**src/hw/rtl/assert_macros.svh**
```systemverilog
// assertion macros shared by the steering unit rtl
// no dependencies; taken in by `include where assertions are written
`ifndef ASSERT_MACROS_SVH
`define ASSERT_MACROS_SVH

// property checked on every rising edge outside reset
`define AST_PROP(label, clk, rst_n, prop, msg) \
    label: assert property (@(posedge clk) disable iff (!rst_n) prop) else $error(msg);

// condition that must never hold outside reset
`define AST_NEVER(label, clk, rst_n, expr, msg) \
    label: assert property (@(posedge clk) disable iff (!rst_n) !(expr)) else $error(msg);

`endif

```
**src/hw/rtl/lfpd_pkg.sv**
```systemverilog
// package for the line follower pd steering unit: widths, register indexes,
// shared types and the sensor-to-error lookup; no dependencies
package lfpd_pkg;

    localparam int SPEED_W   = 12;
    localparam int GAIN_W    = 10;
    localparam int SENSOR_N  = 5;
    localparam int ERR_W     = 8;
    localparam int CFG_W     = (SPEED_W > GAIN_W) ? SPEED_W : GAIN_W;
    localparam int CFG_IDX_W = 3;
    localparam int UNIT      = 60;

    // speeds scaled by 60 (sixtieths of a unit)
    localparam int V60_W  = SPEED_W + 6;
    localparam int TURN_W = 20;
    localparam int X_W    = ((V60_W > TURN_W) ? V60_W : TURN_W) + 2;

    // shared signed multiplier operand widths
    localparam int MA_W = V60_W + 1;
    localparam int MB_W = SPEED_W + 2;
    localparam int P_W  = MA_W + MB_W;

    // reciprocal of 60 for the final truncation
    localparam int RCP_SHIFT = V60_W;
    localparam int RCP_W     = V60_W - 5;
    localparam logic [RCP_W-1:0] RCP_MUL = RCP_W'((64'd1 << RCP_SHIFT) / UNIT);

    typedef enum logic [CFG_IDX_W-1:0] {
        REG_GAIN_P   = 3'd0,
        REG_GAIN_D   = 3'd1,
        REG_STRAIGHT = 3'd2,
        REG_FLOOR    = 3'd3,
        REG_SLOWDOWN = 3'd4,
        REG_CEILING  = 3'd5
    } t_reg_idx;

    typedef struct packed {
        logic [GAIN_W-1:0]  gain_p;
        logic [GAIN_W-1:0]  gain_d;
        logic [SPEED_W-1:0] straight_speed;
        logic [SPEED_W-1:0] floor_speed;
        logic [GAIN_W-1:0]  slowdown_gain;
        logic [SPEED_W-1:0] ceiling_speed;
    } t_cfg;

    typedef struct packed {
        logic load;
        logic mul_p;
        logic mul_d;
        logic mul_b;
        logic wheel;
        logic div_l;
        logic div_r;
        logic out_load;
    } t_dp_cmd;

    // mean of weights -2..2 over lit sensors, in sixtieths; 60 divides by
    // every possible count so the mean is exact
    function automatic logic signed [ERR_W-1:0] sensor_offset(logic [SENSOR_N-1:0] bits);
        int sum;
        int cnt;
        int e;
        sum = 0;
        cnt = 0;
        for (int i = 0; i < SENSOR_N; i++) begin
            if (bits[i]) begin
                sum = sum + (i - SENSOR_N / 2);
                cnt = cnt + 1;
            end
        end
        case (cnt)
            1:       e = sum * UNIT;
            2:       e = sum * (UNIT / 2);
            3:       e = sum * (UNIT / 3);
            4:       e = sum * (UNIT / 4);
            5:       e = sum * (UNIT / 5);
            default: e = 0;
        endcase
        return ERR_W'(e);
    endfunction

endpackage

```
**src/hw/rtl/lfpd_cfg.sv**
```systemverilog
// configuration register file of the steering unit
// depends on lfpd_pkg
module lfpd_cfg (
    input  logic                            i_clk,
    input  logic                            i_rst_n,
    input  logic                            i_cfg_we,
    input  logic [lfpd_pkg::CFG_IDX_W-1:0]  i_cfg_index,
    input  logic [lfpd_pkg::CFG_W-1:0]      i_cfg_data,
    output lfpd_pkg::t_cfg                  o_cfg
);

    lfpd_pkg::t_cfg r_cfg;
    lfpd_pkg::t_cfg n_cfg;

    always_comb begin
        n_cfg = r_cfg;
        if (i_cfg_we) begin
            case (i_cfg_index)
                lfpd_pkg::REG_GAIN_P:   n_cfg.gain_p = i_cfg_data[lfpd_pkg::GAIN_W-1:0];
                lfpd_pkg::REG_GAIN_D:   n_cfg.gain_d = i_cfg_data[lfpd_pkg::GAIN_W-1:0];
                lfpd_pkg::REG_STRAIGHT: begin
                    n_cfg.straight_speed = i_cfg_data[lfpd_pkg::SPEED_W-1:0];
                end
                lfpd_pkg::REG_FLOOR:    n_cfg.floor_speed = i_cfg_data[lfpd_pkg::SPEED_W-1:0];
                lfpd_pkg::REG_SLOWDOWN: begin
                    n_cfg.slowdown_gain = i_cfg_data[lfpd_pkg::GAIN_W-1:0];
                end
                lfpd_pkg::REG_CEILING:  begin
                    n_cfg.ceiling_speed = i_cfg_data[lfpd_pkg::SPEED_W-1:0];
                end
                // writes past the last register are dropped
                default: ;
            endcase
        end
    end

    always_ff @(posedge i_clk) begin
        if (!i_rst_n) begin
            r_cfg.gain_p         <= lfpd_pkg::GAIN_W'(78);
            r_cfg.gain_d         <= lfpd_pkg::GAIN_W'(150);
            r_cfg.straight_speed <= lfpd_pkg::SPEED_W'(850);
            r_cfg.floor_speed    <= lfpd_pkg::SPEED_W'(420);
            r_cfg.slowdown_gain  <= lfpd_pkg::GAIN_W'(150);
            r_cfg.ceiling_speed  <= lfpd_pkg::SPEED_W'(960);
        end else begin
            r_cfg <= n_cfg;
        end
    end

    assign o_cfg = r_cfg;

endmodule

```
**src/hw/rtl/lfpd_dp.sv**
```systemverilog
// datapath of the steering unit: error lookup, shared multiplier, pd sum,
// base speed, wheel clamps, divide by 60 and the result register
// depends on lfpd_pkg and assert_macros.svh
`include "assert_macros.svh"

module lfpd_dp (
    input  logic                                 i_clk,
    input  logic                                 i_rst_n,
    input  lfpd_pkg::t_cfg                       i_cfg,
    input  lfpd_pkg::t_dp_cmd                    i_cmd,
    input  logic [lfpd_pkg::SENSOR_N-1:0]        i_sensor_bits,
    output logic [lfpd_pkg::SPEED_W-1:0]         o_left_speed,
    output logic [lfpd_pkg::SPEED_W-1:0]         o_right_speed,
    output logic signed [lfpd_pkg::ERR_W-1:0]    o_error_sixtieths,
    output logic                                 o_stop_flag,
    output logic                                 o_line_lost
);

    localparam int SW  = lfpd_pkg::SPEED_W;
    localparam int VW  = lfpd_pkg::V60_W;
    localparam int XW  = lfpd_pkg::X_W;
    localparam int TW  = lfpd_pkg::TURN_W;
    localparam int EW  = lfpd_pkg::ERR_W;
    localparam int MAW = lfpd_pkg::MA_W;
    localparam int MBW = lfpd_pkg::MB_W;
    localparam int PW  = lfpd_pkg::P_W;
    localparam int RS  = lfpd_pkg::RCP_SHIFT;

    // v * 60 as two shifts
    function automatic logic [VW-1:0] times60(logic [SW-1:0] v);
        return (VW'(v) << 6) - (VW'(v) << 2);
    endfunction

    // quotient estimate is low by at most one
    function automatic logic [SW-1:0] fix_quot(logic [VW-1:0] v, logic [SW-1:0] q);
        logic [VW:0] rem;
        rem = (VW + 1)'(v) - (VW + 1)'(times60(q));
        return (rem >= (VW + 1)'(lfpd_pkg::UNIT)) ? q + SW'(1) : q;
    endfunction

    logic signed [EW-1:0] r_err;
    logic signed [EW-1:0] r_prev;
    logic                 r_stop;
    logic                 r_lost;
    logic signed [TW-1:0] r_turn;
    logic signed [XW-1:0] r_base;
    logic [VW-1:0]        r_vl;
    logic [VW-1:0]        r_vr;
    logic [SW-1:0]        r_ql;
    logic [SW-1:0]        r_qr;

    logic [SW-1:0]        r_out_left;
    logic [SW-1:0]        r_out_right;
    logic signed [EW-1:0] r_out_err;
    logic                 r_out_stop;
    logic                 r_out_lost;

    logic                 in_lost;
    logic                 in_stop;
    logic signed [EW:0]   err_diff;
    logic [EW-1:0]        err_mag;
    logic signed [MAW-1:0] mul_a;
    logic signed [MBW-1:0] mul_b;
    logic signed [PW-1:0]  mul_p;
    logic signed [XW-1:0]  mul_x;
    logic signed [XW-1:0]  straight60;
    logic signed [XW-1:0]  floor60;
    logic signed [XW-1:0]  ceil60;
    logic signed [XW-1:0]  base_raw;
    logic signed [XW-1:0]  wheel_l;
    logic signed [XW-1:0]  wheel_r;
    logic [VW-1:0]         clamp_l;
    logic [VW-1:0]         clamp_r;
    logic [SW-1:0]         quot;

    assign in_lost  = (i_sensor_bits == '0);
    assign in_stop  = (i_sensor_bits == '1);
    assign err_diff = (EW + 1)'(r_err) - (EW + 1)'(r_prev);
    assign err_mag  = r_err[EW-1] ? EW'(-r_err) : EW'(r_err);

    // operand select for the one shared multiplier
    always_comb begin
        mul_a = '0;
        mul_b = '0;
        case (1'b1)
            i_cmd.mul_p: begin
                mul_a = MAW'($signed({1'b0, i_cfg.gain_p}));
                mul_b = MBW'(r_err);
            end
            i_cmd.mul_d: begin
                mul_a = MAW'($signed({1'b0, i_cfg.gain_d}));
                mul_b = MBW'(err_diff);
            end
            i_cmd.mul_b: begin
                mul_a = MAW'($signed({1'b0, i_cfg.slowdown_gain}));
                mul_b = MBW'($signed({1'b0, err_mag}));
            end
            i_cmd.div_l: begin
                mul_a = MAW'($signed({1'b0, r_vl}));
                mul_b = MBW'($signed({1'b0, lfpd_pkg::RCP_MUL}));
            end
            i_cmd.div_r: begin
                mul_a = MAW'($signed({1'b0, r_vr}));
                mul_b = MBW'($signed({1'b0, lfpd_pkg::RCP_MUL}));
            end
            default: ;
        endcase
    end

    assign mul_p = PW'(mul_a) * PW'(mul_b);
    assign mul_x = mul_p[XW-1:0];
    assign quot  = mul_p[RS+SW-1:RS];

    assign straight60 = $signed(XW'(times60(i_cfg.straight_speed)));
    assign floor60    = $signed(XW'(times60(i_cfg.floor_speed)));
    assign ceil60     = $signed(XW'(times60(i_cfg.ceiling_speed)));
    assign base_raw   = straight60 - mul_x;

    assign wheel_l = r_base - XW'(r_turn);
    assign wheel_r = r_base + XW'(r_turn);

    always_comb begin
        if (wheel_l > ceil60) begin
            clamp_l = ceil60[VW-1:0];
        end else if (wheel_l < 0) begin
            clamp_l = '0;
        end else begin
            clamp_l = wheel_l[VW-1:0];
        end
        if (wheel_r > ceil60) begin
            clamp_r = ceil60[VW-1:0];
        end else if (wheel_r < 0) begin
            clamp_r = '0;
        end else begin
            clamp_r = wheel_r[VW-1:0];
        end
    end

    always_ff @(posedge i_clk) begin
        if (!i_rst_n) begin
            r_prev     <= '0;
            r_stop     <= 1'b0;
            r_lost     <= 1'b0;
            r_out_stop <= 1'b0;
            r_out_lost <= 1'b0;
        end else begin
            if (i_cmd.load) begin
                r_err  <= in_lost ? r_prev : lfpd_pkg::sensor_offset(i_sensor_bits);
                r_stop <= in_stop;
                r_lost <= in_lost;
            end
            if (i_cmd.mul_p) begin
                r_turn <= mul_x[TW-1:0];
            end
            if (i_cmd.mul_d) begin
                r_turn <= r_turn + mul_x[TW-1:0];
                r_prev <= r_err;
            end
            if (i_cmd.mul_b) begin
                r_base <= (base_raw < floor60) ? floor60 : base_raw;
            end
            if (i_cmd.wheel) begin
                r_vl <= clamp_l;
                r_vr <= clamp_r;
            end
            if (i_cmd.div_l) begin
                r_ql <= quot;
            end
            if (i_cmd.div_r) begin
                r_qr <= quot;
                r_ql <= fix_quot(r_vl, r_ql);
            end
            if (i_cmd.out_load) begin
                r_out_left  <= r_stop ? '0 : r_ql;
                r_out_right <= r_stop ? '0 : fix_quot(r_vr, r_qr);
                r_out_err   <= r_err;
                r_out_stop  <= r_stop;
                r_out_lost  <= r_lost;
            end
        end
    end

    assign o_left_speed      = r_out_left;
    assign o_right_speed     = r_out_right;
    assign o_error_sixtieths = r_out_err;
    assign o_stop_flag       = r_out_stop;
    assign o_line_lost       = r_out_lost;

    `AST_PROP(a_stop_err_zero, i_clk, i_rst_n, r_stop |-> (r_err == '0), "stop with nonzero error")
    `AST_NEVER(a_stop_and_lost, i_clk, i_rst_n, r_stop && r_lost, "stop and lost together")
    `AST_PROP(a_stop_speeds, i_clk, i_rst_n, o_stop_flag |-> (o_left_speed == '0 && o_right_speed == '0), "stop result with speed")

endmodule

```
**src/hw/rtl/lfpd_ctrl.sv**
```systemverilog
// sequencer of the steering unit: one-hot state machine that steps the
// datapath through its multiply passes and owns both handshakes
// depends on lfpd_pkg and assert_macros.svh
`include "assert_macros.svh"

module lfpd_ctrl (
    input  logic              i_clk,
    input  logic              i_rst_n,
    input  logic              i_in_valid,
    output logic              o_in_ready,
    output logic              o_out_valid,
    input  logic              i_out_ready,
    output lfpd_pkg::t_dp_cmd o_cmd
);

    typedef enum logic [7:0] {
        S_IDLE = 8'b0000_0001,
        S_P    = 8'b0000_0010,
        S_D    = 8'b0000_0100,
        S_B    = 8'b0000_1000,
        S_W    = 8'b0001_0000,
        S_QL   = 8'b0010_0000,
        S_QR   = 8'b0100_0000,
        S_OUT  = 8'b1000_0000
    } t_state;

    t_state r_state;
    t_state n_state;
    logic   r_out_valid;
    logic   n_out_valid;
    logic   out_free;
    logic   accept;

    assign out_free = !r_out_valid || i_out_ready;
    assign accept   = i_in_valid && (r_state == S_IDLE);

    always_comb begin
        n_state = r_state;
        o_cmd   = '0;
        case (r_state)
            S_IDLE: begin
                if (i_in_valid) begin
                    o_cmd.load = 1'b1;
                    n_state    = S_P;
                end
            end
            S_P: begin
                o_cmd.mul_p = 1'b1;
                n_state     = S_D;
            end
            S_D: begin
                o_cmd.mul_d = 1'b1;
                n_state     = S_B;
            end
            S_B: begin
                o_cmd.mul_b = 1'b1;
                n_state     = S_W;
            end
            S_W: begin
                o_cmd.wheel = 1'b1;
                n_state     = S_QL;
            end
            S_QL: begin
                o_cmd.div_l = 1'b1;
                n_state     = S_QR;
            end
            S_QR: begin
                o_cmd.div_r = 1'b1;
                n_state     = S_OUT;
            end
            S_OUT: begin
                // hold here until the result register frees up
                if (out_free) begin
                    o_cmd.out_load = 1'b1;
                    n_state        = S_IDLE;
                end
            end
            default: n_state = S_IDLE;
        endcase
    end

    always_comb begin
        n_out_valid = r_out_valid;
        if (o_cmd.out_load) begin
            n_out_valid = 1'b1;
        end else if (i_out_ready) begin
            n_out_valid = 1'b0;
        end
    end

    always_ff @(posedge i_clk) begin
        if (!i_rst_n) begin
            r_state     <= S_IDLE;
            r_out_valid <= 1'b0;
        end else begin
            r_state     <= n_state;
            r_out_valid <= n_out_valid;
        end
    end

    assign o_in_ready  = (r_state == S_IDLE);
    assign o_out_valid = r_out_valid;

    `AST_PROP(a_accept_starts, i_clk, i_rst_n, accept |=> (r_state == S_P), "request accepted but no start")
    `AST_PROP(a_out_wait, i_clk, i_rst_n, (r_state == S_OUT && !out_free) |=> (r_state == S_OUT), "result dropped while blocked")
    `AST_PROP(a_load_shows, i_clk, i_rst_n, o_cmd.out_load |=> o_out_valid, "loaded result not shown")

endmodule

```
**src/hw/rtl/line_follow_pd_steering_unit.sv**
```systemverilog
// top level of the five-sensor pd steering unit
// depends on lfpd_pkg, lfpd_cfg, lfpd_ctrl and lfpd_dp
//
//  channel  handshake                 payload
//  in       i_in_valid / o_in_ready   i_sensor_bits
//  out      o_out_valid / i_out_ready o_left_speed o_right_speed o_error_sixtieths
//                                     o_stop_flag o_line_lost
//  cfg      i_cfg_we                  i_cfg_index i_cfg_data
//
// a request runs through accept, then seven steps of the sequencer, five of
// them passes through the single shared multiplier (p, d, slowdown, two divides)
// the result sits in an output register; a new request is taken while it waits
// a stalled output holds the sequencer in its last step until the register frees
// reset is synchronous, active low, and restores the register defaults and a
// zero previous error

module line_follow_pd_steering_unit (
    input  logic                                 i_clk,
    input  logic                                 i_rst_n,
    input  logic                                 i_in_valid,
    output logic                                 o_in_ready,
    input  logic [lfpd_pkg::SENSOR_N-1:0]        i_sensor_bits,
    output logic                                 o_out_valid,
    input  logic                                 i_out_ready,
    output logic [lfpd_pkg::SPEED_W-1:0]         o_left_speed,
    output logic [lfpd_pkg::SPEED_W-1:0]         o_right_speed,
    output logic signed [lfpd_pkg::ERR_W-1:0]    o_error_sixtieths,
    output logic                                 o_stop_flag,
    output logic                                 o_line_lost,
    input  logic                                 i_cfg_we,
    input  logic [lfpd_pkg::CFG_IDX_W-1:0]       i_cfg_index,
    input  logic [lfpd_pkg::CFG_W-1:0]           i_cfg_data
);

    lfpd_pkg::t_cfg    cfg;
    lfpd_pkg::t_dp_cmd cmd;

    lfpd_cfg u_cfg (
        .i_clk       (i_clk),
        .i_rst_n     (i_rst_n),
        .i_cfg_we    (i_cfg_we),
        .i_cfg_index (i_cfg_index),
        .i_cfg_data  (i_cfg_data),
        .o_cfg       (cfg)
    );

    lfpd_ctrl u_ctrl (
        .i_clk       (i_clk),
        .i_rst_n     (i_rst_n),
        .i_in_valid  (i_in_valid),
        .o_in_ready  (o_in_ready),
        .o_out_valid (o_out_valid),
        .i_out_ready (i_out_ready),
        .o_cmd       (cmd)
    );

    lfpd_dp u_dp (
        .i_clk             (i_clk),
        .i_rst_n           (i_rst_n),
        .i_cfg             (cfg),
        .i_cmd             (cmd),
        .i_sensor_bits     (i_sensor_bits),
        .o_left_speed      (o_left_speed),
        .o_right_speed     (o_right_speed),
        .o_error_sixtieths (o_error_sixtieths),
        .o_stop_flag       (o_stop_flag),
        .o_line_lost       (o_line_lost)
    );

endmodule
```
**config.mk**
```make
export PLATFORM = sky130hd
export DESIGN_NAME = line_follow_pd_steering_unit
export DESIGN_NICKNAME = d
export VERILOG_FILES = /design/src/hw/rtl/lfpd_pkg.sv /design/src/hw/rtl/lfpd_cfg.sv /design/src/hw/rtl/lfpd_dp.sv /design/src/hw/rtl/lfpd_ctrl.sv /design/src/hw/rtl/line_follow_pd_steering_unit.sv
export VERILOG_INCLUDE_DIRS = /design/src /design/src/hw/rtl
export SDC_FILE = /design/constraint.sdc
export NUM_CORES = 1
export LEC_CHECK = 0
export BUFFER_PORTS_ARGS = -buffer_cell sky130_fd_sc_hd__buf_2
export CAP_MARGIN = 20
export CELL_PAD_IN_SITES_DETAIL_PLACEMENT = 0
export CELL_PAD_IN_SITES_GLOBAL_PLACEMENT = 1
export CORE_MARGIN = 8
export CORE_UTILIZATION = 40
export CTS_CLUSTER_DIAMETER = 60
export DETAILED_ROUTE_END_ITERATION = 7
export GPL_TIMING_DRIVEN = 0
export HOLD_SLACK_MARGIN = 0.06
export PLACE_DENSITY_LB_ADDON = 0.1
export SLEW_MARGIN = 20
export SYNTH_ARGS = -nofsm -noshare
export SYNTH_HDL_FRONTEND = slang
export SYNTH_SLANG_ARGS = --single-unit
```
**constraint.sdc**
```tcl
create_clock -name i_clk -period 15.6 [get_ports i_clk]
set_input_delay 1.56 -clock i_clk [delete_from_list [all_inputs] [get_ports i_clk]]
set_output_delay 1.56 -clock i_clk [all_outputs]
set_load 0.01 [all_outputs]
```
* Word-level counts from Yosys, hierarchy flattened
Cells that the tools add are included.
W data, S select, Z words.
** Word-level totals
- Flip-flop bits (word level) :: 229
- Output and inout bits :: 36
** Cells by class
- Multiplexer cells :: 66
- Equal/unequal tests :: 22
- Multipliers :: 6
- $add $sub $neg :: 22
- Order comparisons :: 7
- Reductions and logical operators :: 21
** Operators with widths (count)
- $mux W32 :: 26
- $add A32 B2 Y32 const B :: 5
- $mux W18 :: 6
- $sub A18 B14 Y18 :: 5
- $mux W19 :: 4
- $eq A32 B2 Y1 const B :: 2
- $eq A32 B3 Y1 const B :: 2
- $pmux W8 S8 :: 1
- $mux W12 :: 4
- $gt A22 B19 Y1 :: 2
- $lt A22 B1 Y1 const B :: 2
- $mux W20 :: 2
- $pmux W8 S5 :: 1
- $mux W13 :: 3
- $ge A19 B6 Y1 const B :: 2
- $sub A18 B18 Y19 :: 2
- $add A32 B1 Y32 const B :: 1
- $add A32 B3 Y32 const B :: 1
- $eq A32 B1 Y1 const B :: 1
- $mul A32 B3 Y6 const B :: 1
- $mul A32 B4 Y6 const B :: 1
- $mul A32 B5 Y6 const B :: 1
- $mul A32 B5 Y7 const B :: 1
- $mul A32 B5 Y8 const B :: 1
- other kinds (33) :: 67

* Logic depth before layout (Yosys ltp)
- Word-level depth :: 23
- Depth in mapped cells :: 49
- Gate-level depth less buffers :: 47

* Modules after synthesis
A second synthesis with hierarchy kept.
** Unflattened totals
- Cells, all modules :: 3187
- Area total of the unflattened synthesis :: 27958.1 um2
** By module, submodules not included
- lfpd_dp :: cells an instance 2887, area each 24912.6 um2, times used 1
- lfpd_cfg :: cells an instance 246, area each 2563.7 um2, times used 1
- lfpd_ctrl :: cells an instance 54, area each 481.7 um2, times used 1

* Worst setup path after synthesis
Ideal clock, no wire load.
- Kind :: register to register
- Start :: register u_dp.r_err[0]
- End :: register u_dp.r_base[3] (data pin)
- Path slack :: 4349 ps
- Data required time :: 15338 ps
- Arrival :: 10989 ps
- Stages on the path, launching flop included :: 45
- Buffers on the path :: 1
- Library setup time :: 262 ps
- Cell sequence :: edfxtp_1 > inv_1 > ha_1 > inv_1 > fa_1 > a21o_1 > a21oi_1 > xnor2_1 > nor2_1 > a2111oi_0 > nor2_1 > fa_1 > inv_1 > fa_1 > inv_1 > fa_1 > inv_1 > fa_1 > [... 9 more ...] > nor3_1 > or2_2 > ha_1 > a21o_1 > a21o_1 > a221o_1 > maj3_2 > a21oi_1 > xor2_1 > inv_1 > ha_1 > a21oi_1 > o21ai_0 > a2111oi_0 > a31o_1 > buf_4 > nor2_8 > mux2_1
** On the way
- Longest elaborated chain between the ends :: 9
- Elaborated cells on any way between the ends :: 10
- Classes of those cells :: add/sub (3); mul (1); order compare (1); mux (5)
** Ends and longest elaborated chain
- start: declaration :: line lfpd_dp.sv:41 : logic signed [EW-1:0] r_err;
- start signal: assignment :: line lfpd_dp.sv:148 : r_err <= in_lost ? r_prev : lfpd_pkg::sensor_offset(i_sensor_bits);
- $neg A8 Y8 :: line lfpd_dp.sv:79 : assign err_mag = r_err[EW-1] ? EW'(-r_err) : EW'(r_err);
- $mux W8 :: line lfpd_dp.sv:79
- $mux W13 :: line lfpd_dp.sv:85 : case (1'b1)
- $mux W14 :: line lfpd_dp.sv:85
- $mux W14 * :: line lfpd_dp.sv:85
- $mul A19 B14 Y30 * :: line lfpd_dp.sv:110 : assign mul_p = PW'(mul_a) * PW'(mul_b);
- $sub A19 B22 Y22 * :: line lfpd_dp.sv:117 : assign base_raw = straight60 - mul_x;
- $lt A22 B19 Y1 :: line lfpd_dp.sv:160 : r_base <= (base_raw < floor60) ? floor60 : base_raw;
- $mux W18 * :: line lfpd_dp.sv:160
- end signal: assignment :: line lfpd_dp.sv:160
- end: declaration :: line lfpd_dp.sv:46 : logic signed [XW-1:0] r_base;
Mark *: on every way between the ends. The rest lies on a longest branch, timed or not.
A chain may end at the register's enable or synchronous reset.

* Worst setup path after layout
- Start :: register u_ctrl.r_state[1]
- End :: register u_dp.r_base[9] (data pin)
** On the way
- Longest elaborated chain between the ends :: 11
- Elaborated cells on any way between the ends :: 24
- Classes of those cells :: add/sub (1); mul (1); order compare (1); eq/ne (5); mux (16)
** Ends and longest elaborated chain
- start: declaration :: line lfpd_ctrl.sv:27 : t_state r_state;
- start signal: assignment :: line lfpd_ctrl.sv:96 : r_state <= n_state;
- $eq A8 B7 Y1 :: line lfpd_ctrl.sv:40 : case (r_state)
- $mux W1 :: line lfpd_ctrl.sv:40
- $mux W18 or $mux W13 (tied branches) :: line lfpd_dp.sv:85
- $mux W19 or $mux W13 (tied branches) (2 in series) :: line lfpd_dp.sv:85
- $mux W19 or $mux W14 (tied branches) (2 in series) :: line lfpd_dp.sv:85
- $mul A19 B14 Y30 * :: line lfpd_dp.sv:110
- $sub A19 B22 Y22 * :: line lfpd_dp.sv:117
- $lt A22 B19 Y1 :: line lfpd_dp.sv:160
- $mux W18 * :: line lfpd_dp.sv:160
Marked as above.

==> impl_metrics.toml <==
[route]
drt_pass1_iterations = 7
ant_nets = 0
viasPerCell = 5.33
drt_iter0_drc = 1383
drt_wl_total_um = 84500
wl_per_cell_um = 19.8
drcViolationCount = 0
vias = 22700

[clocking]
hold_buffers = 0
path_clk_slew_ns = 0.05
post_cts_resized = 0
cts_buffers = 37
cts_max_level = 2
clkLatencyLatePin_ns = 0.56
cts_tree = "done"
clock_tree.root_cell = "clkbuf_16"
cts.sinks = 229
cts_buffer_depth = 3
post-cts-setup-buffers = 0

[synthesis]
async_reset_ff_share_pct = 0
synthTopCellsByCount = "inv_1 (435), ha_1 (337), nand2_1 (320)"
syn_avg_cell_area_um2 = 8.62
synth_warnings = 0
seq_area_frac_synth_pct = 21.9
ys_seq_elements = 229
synth_area_um2 = 27400
synth_top_area_share_pct = 15.6
ys.flop_type = "edfxtp_1"
synth_top_area_cell = "edfxtp_1"
synthMostInstantiatedCell = "inv_1"
yosysUniqueCellTypes = 88
synth_edf_count = 142
synth_cells = 3175
yosys-top-cells-area = "edfxtp_1 (16%), ha_1 (15%), fa_1 (15%)"

[sta]
setup_violations = 0
tightest_slew_ns = 1.13
hold_slack_ns = 0.459
rsz0062_at_grt = "no"
relSlewSlack_pct = 24.0
drv_slew = 0
min_period_ns = 13.27
skew_ns = 0.0325
fin_tns_setup_ns = 0
max_freq_mhz = 75.3
hold_viol_final = 0
period_share_pct = 85.1
setup_ws_ns = 2.33

[global_route]
grtUsageTotal_pct = 21.5
antenna_found_initial = 0
grt_pass1_wl_um = 131000
grt_max_degree = 36
overflow = 0
grt_pass1_vias = 22900

[worst_setup_path]
cp.arrival_ns = 13.61
start_kind = "flip-flop"
crit_fanout = 10
slowest_stage = "xnor2_1"
cp-end-kind = "flip-flop"
slowest_delay_ns = 0.75
cp_data_required_time_ns = 15.93
critPathKind = "reg2reg"
crit_top_cell = "inv_1"

[power]
powerDensity_nw_per_um2 = 119
power_mw = 3.61
ir_drop_uv = 119
leakage_nw = 13.7

[floorplanning]
die_h_um = 278
rows = 96
fp.dieW_um = 278
num_io_pins = 61
coreArea_um2 = 68200
dieArea_um2 = 77100
start_util_pct = 40.1

[final_layout]
area_growth_pct = 10.9
diodes = 0
final_util_pct = 44.5
stdcell_area_um2 = 30400
nNetsFinal = 3914
stdcell_count = 4261
drive_above_1_share_pct = 5.56

[run_status]
outcome = "finished, final reports clean"

[placed_design]
postPlaceCellArea_um2 = 29200
globalplace.congestion = 0.931
placed_cells = 4193
portBuffers = 59
preCtsSetupSlack_ns = 2.36
dpl.hpwl_um = 71500

[flow_run]
drv_cap = 0

[min_path]
hold_class = "reg2reg"
==> report_power, final <==
part,internal (mW),switching [mW]
clock,0.478,0.322
sequential,0.771,0.0144
combinational,0.782,1.24
==> cell usage in the layout (no fill, tap or decap), types with 49 or more instances in the layout <==
| cell type | Yosys | routed |
|---|---|---|
| fa_1 | 202 | 202 |
| nand3_1 | 49 | 49 |
| buf_2 | 1 | 61 |
| clkbuf_1 | 75 | 81 |
| edfxtp_1 | 142 | 142 |
| dfxtp_1 | 87 | 87 |
| a21oi_1 | 204 | 203 |
| a21o_1 | 68 | 68 |
| nor3_1 | 70 | 69 |
| ha_1 | 337 | 337 |
| nand2_1 | 320 | 320 |
| inv_1 | 435 | 435 |
| o21ai_0 | 123 | 123 |
| xor2_1 | 66 | 66 |
| conb_1 | 2 | 73 |
| xnor2_1 | 153 | 153 |
| nor2_1 | 286 | 283 |
==> critical path, delay by kind of cell, from the launching register on <==
| kind | cells | cell delay (ns) |
|---|---|---|
| and+or+nand+nor | 7 | 2.69 |
| muxes | 1 | 0.30 |
| AOI/OAI and AO/OA | 15 | 3.33 |
| xor gates and xnor gates | 2 | 1.00 |
| buffers and inverters | 9 | 1.20 |
| adders and majority gates | 10 | 4.13 |
| DFF | 1 | 0.37 |
==> path summary, 6_finish.rpt <==
kind	startpoint	to	slack [ns]	cells past startpoint
min	u_cfg.o_cfg[15]$_SDFFE_PN0P_	u_cfg.o_cfg[15]$_SDFFE_PN0P_	0.46	2
max	u_ctrl.r_state[1]$_SDFFE_PN0P_	u_dp.r_base[9]$_DFFE_PP_	2.33	44
min reg2reg	u_cfg.o_cfg[15]$_SDFFE_PN0P_	u_cfg.o_cfg[15]$_SDFFE_PN0P_	0.46	2
max reg2reg	u_ctrl.r_state[1]$_SDFFE_PN0P_	u_dp.r_base[9]$_DFFE_PP_	2.33	44
==> sequential cells by signal, summed over array words and instances (netlist names), 12 cells and up <==
signal / flops
u_cfg.o_cfg: 66
u_dp.o_left_speed: 12
u_dp.o_right_speed: 12
u_dp.r_base: 22
u_dp.r_ql: 12
u_dp.r_qr: 12
u_dp.r_turn: 20
u_dp.r_vl: 18
u_dp.r_vr: 18
==> layer usage <==
metal  vias to the layer above  track usage (%)  routed length [um]
met5                         -                0                   0
met4                         0             8.20                3540
met3                       131             2.27                2990
met2                       458             36.7               39600
met1                     11000             28.0               38400
li1                      11100                -                   -
==> kinds of logic (layout without fill, tap and decap cells) <==
| group | count (synthesis) | count (layout) | share of synthesized area, % |
|---|---|---|---|
| AOI/OAI and AO/OA | 668 | 668 | 15.9 |
| xor gates and xnor gates | 219 | 219 | 7.00 |
| adders and majority gates | 541 | 541 | 30.2 |
| buffers and inverters | 517 | 650 | 7.13 |
| DFF | 229 | 229 | 21.9 |
| muxes | 46 | 46 | 1.71 |
| other | 2 | 73 | 0.0274 |
| and+or+nand+nor | 953 | 953 | 16.1 |
==> area by class of cell <==
class / instances / area [um2]
plain buffers: 80 / 313
clock buffers: 45 / 987
clock inverters: 23 / 206
fillers: 6772 / 37800
inverters: 437 / 1640
multi-input cells: 2500 / 19800
flip-flops and latches: 229 / 6010
well taps: 882 / 1100
repair buffers: 65 / 367
Power figures use the tool's default switching activity.
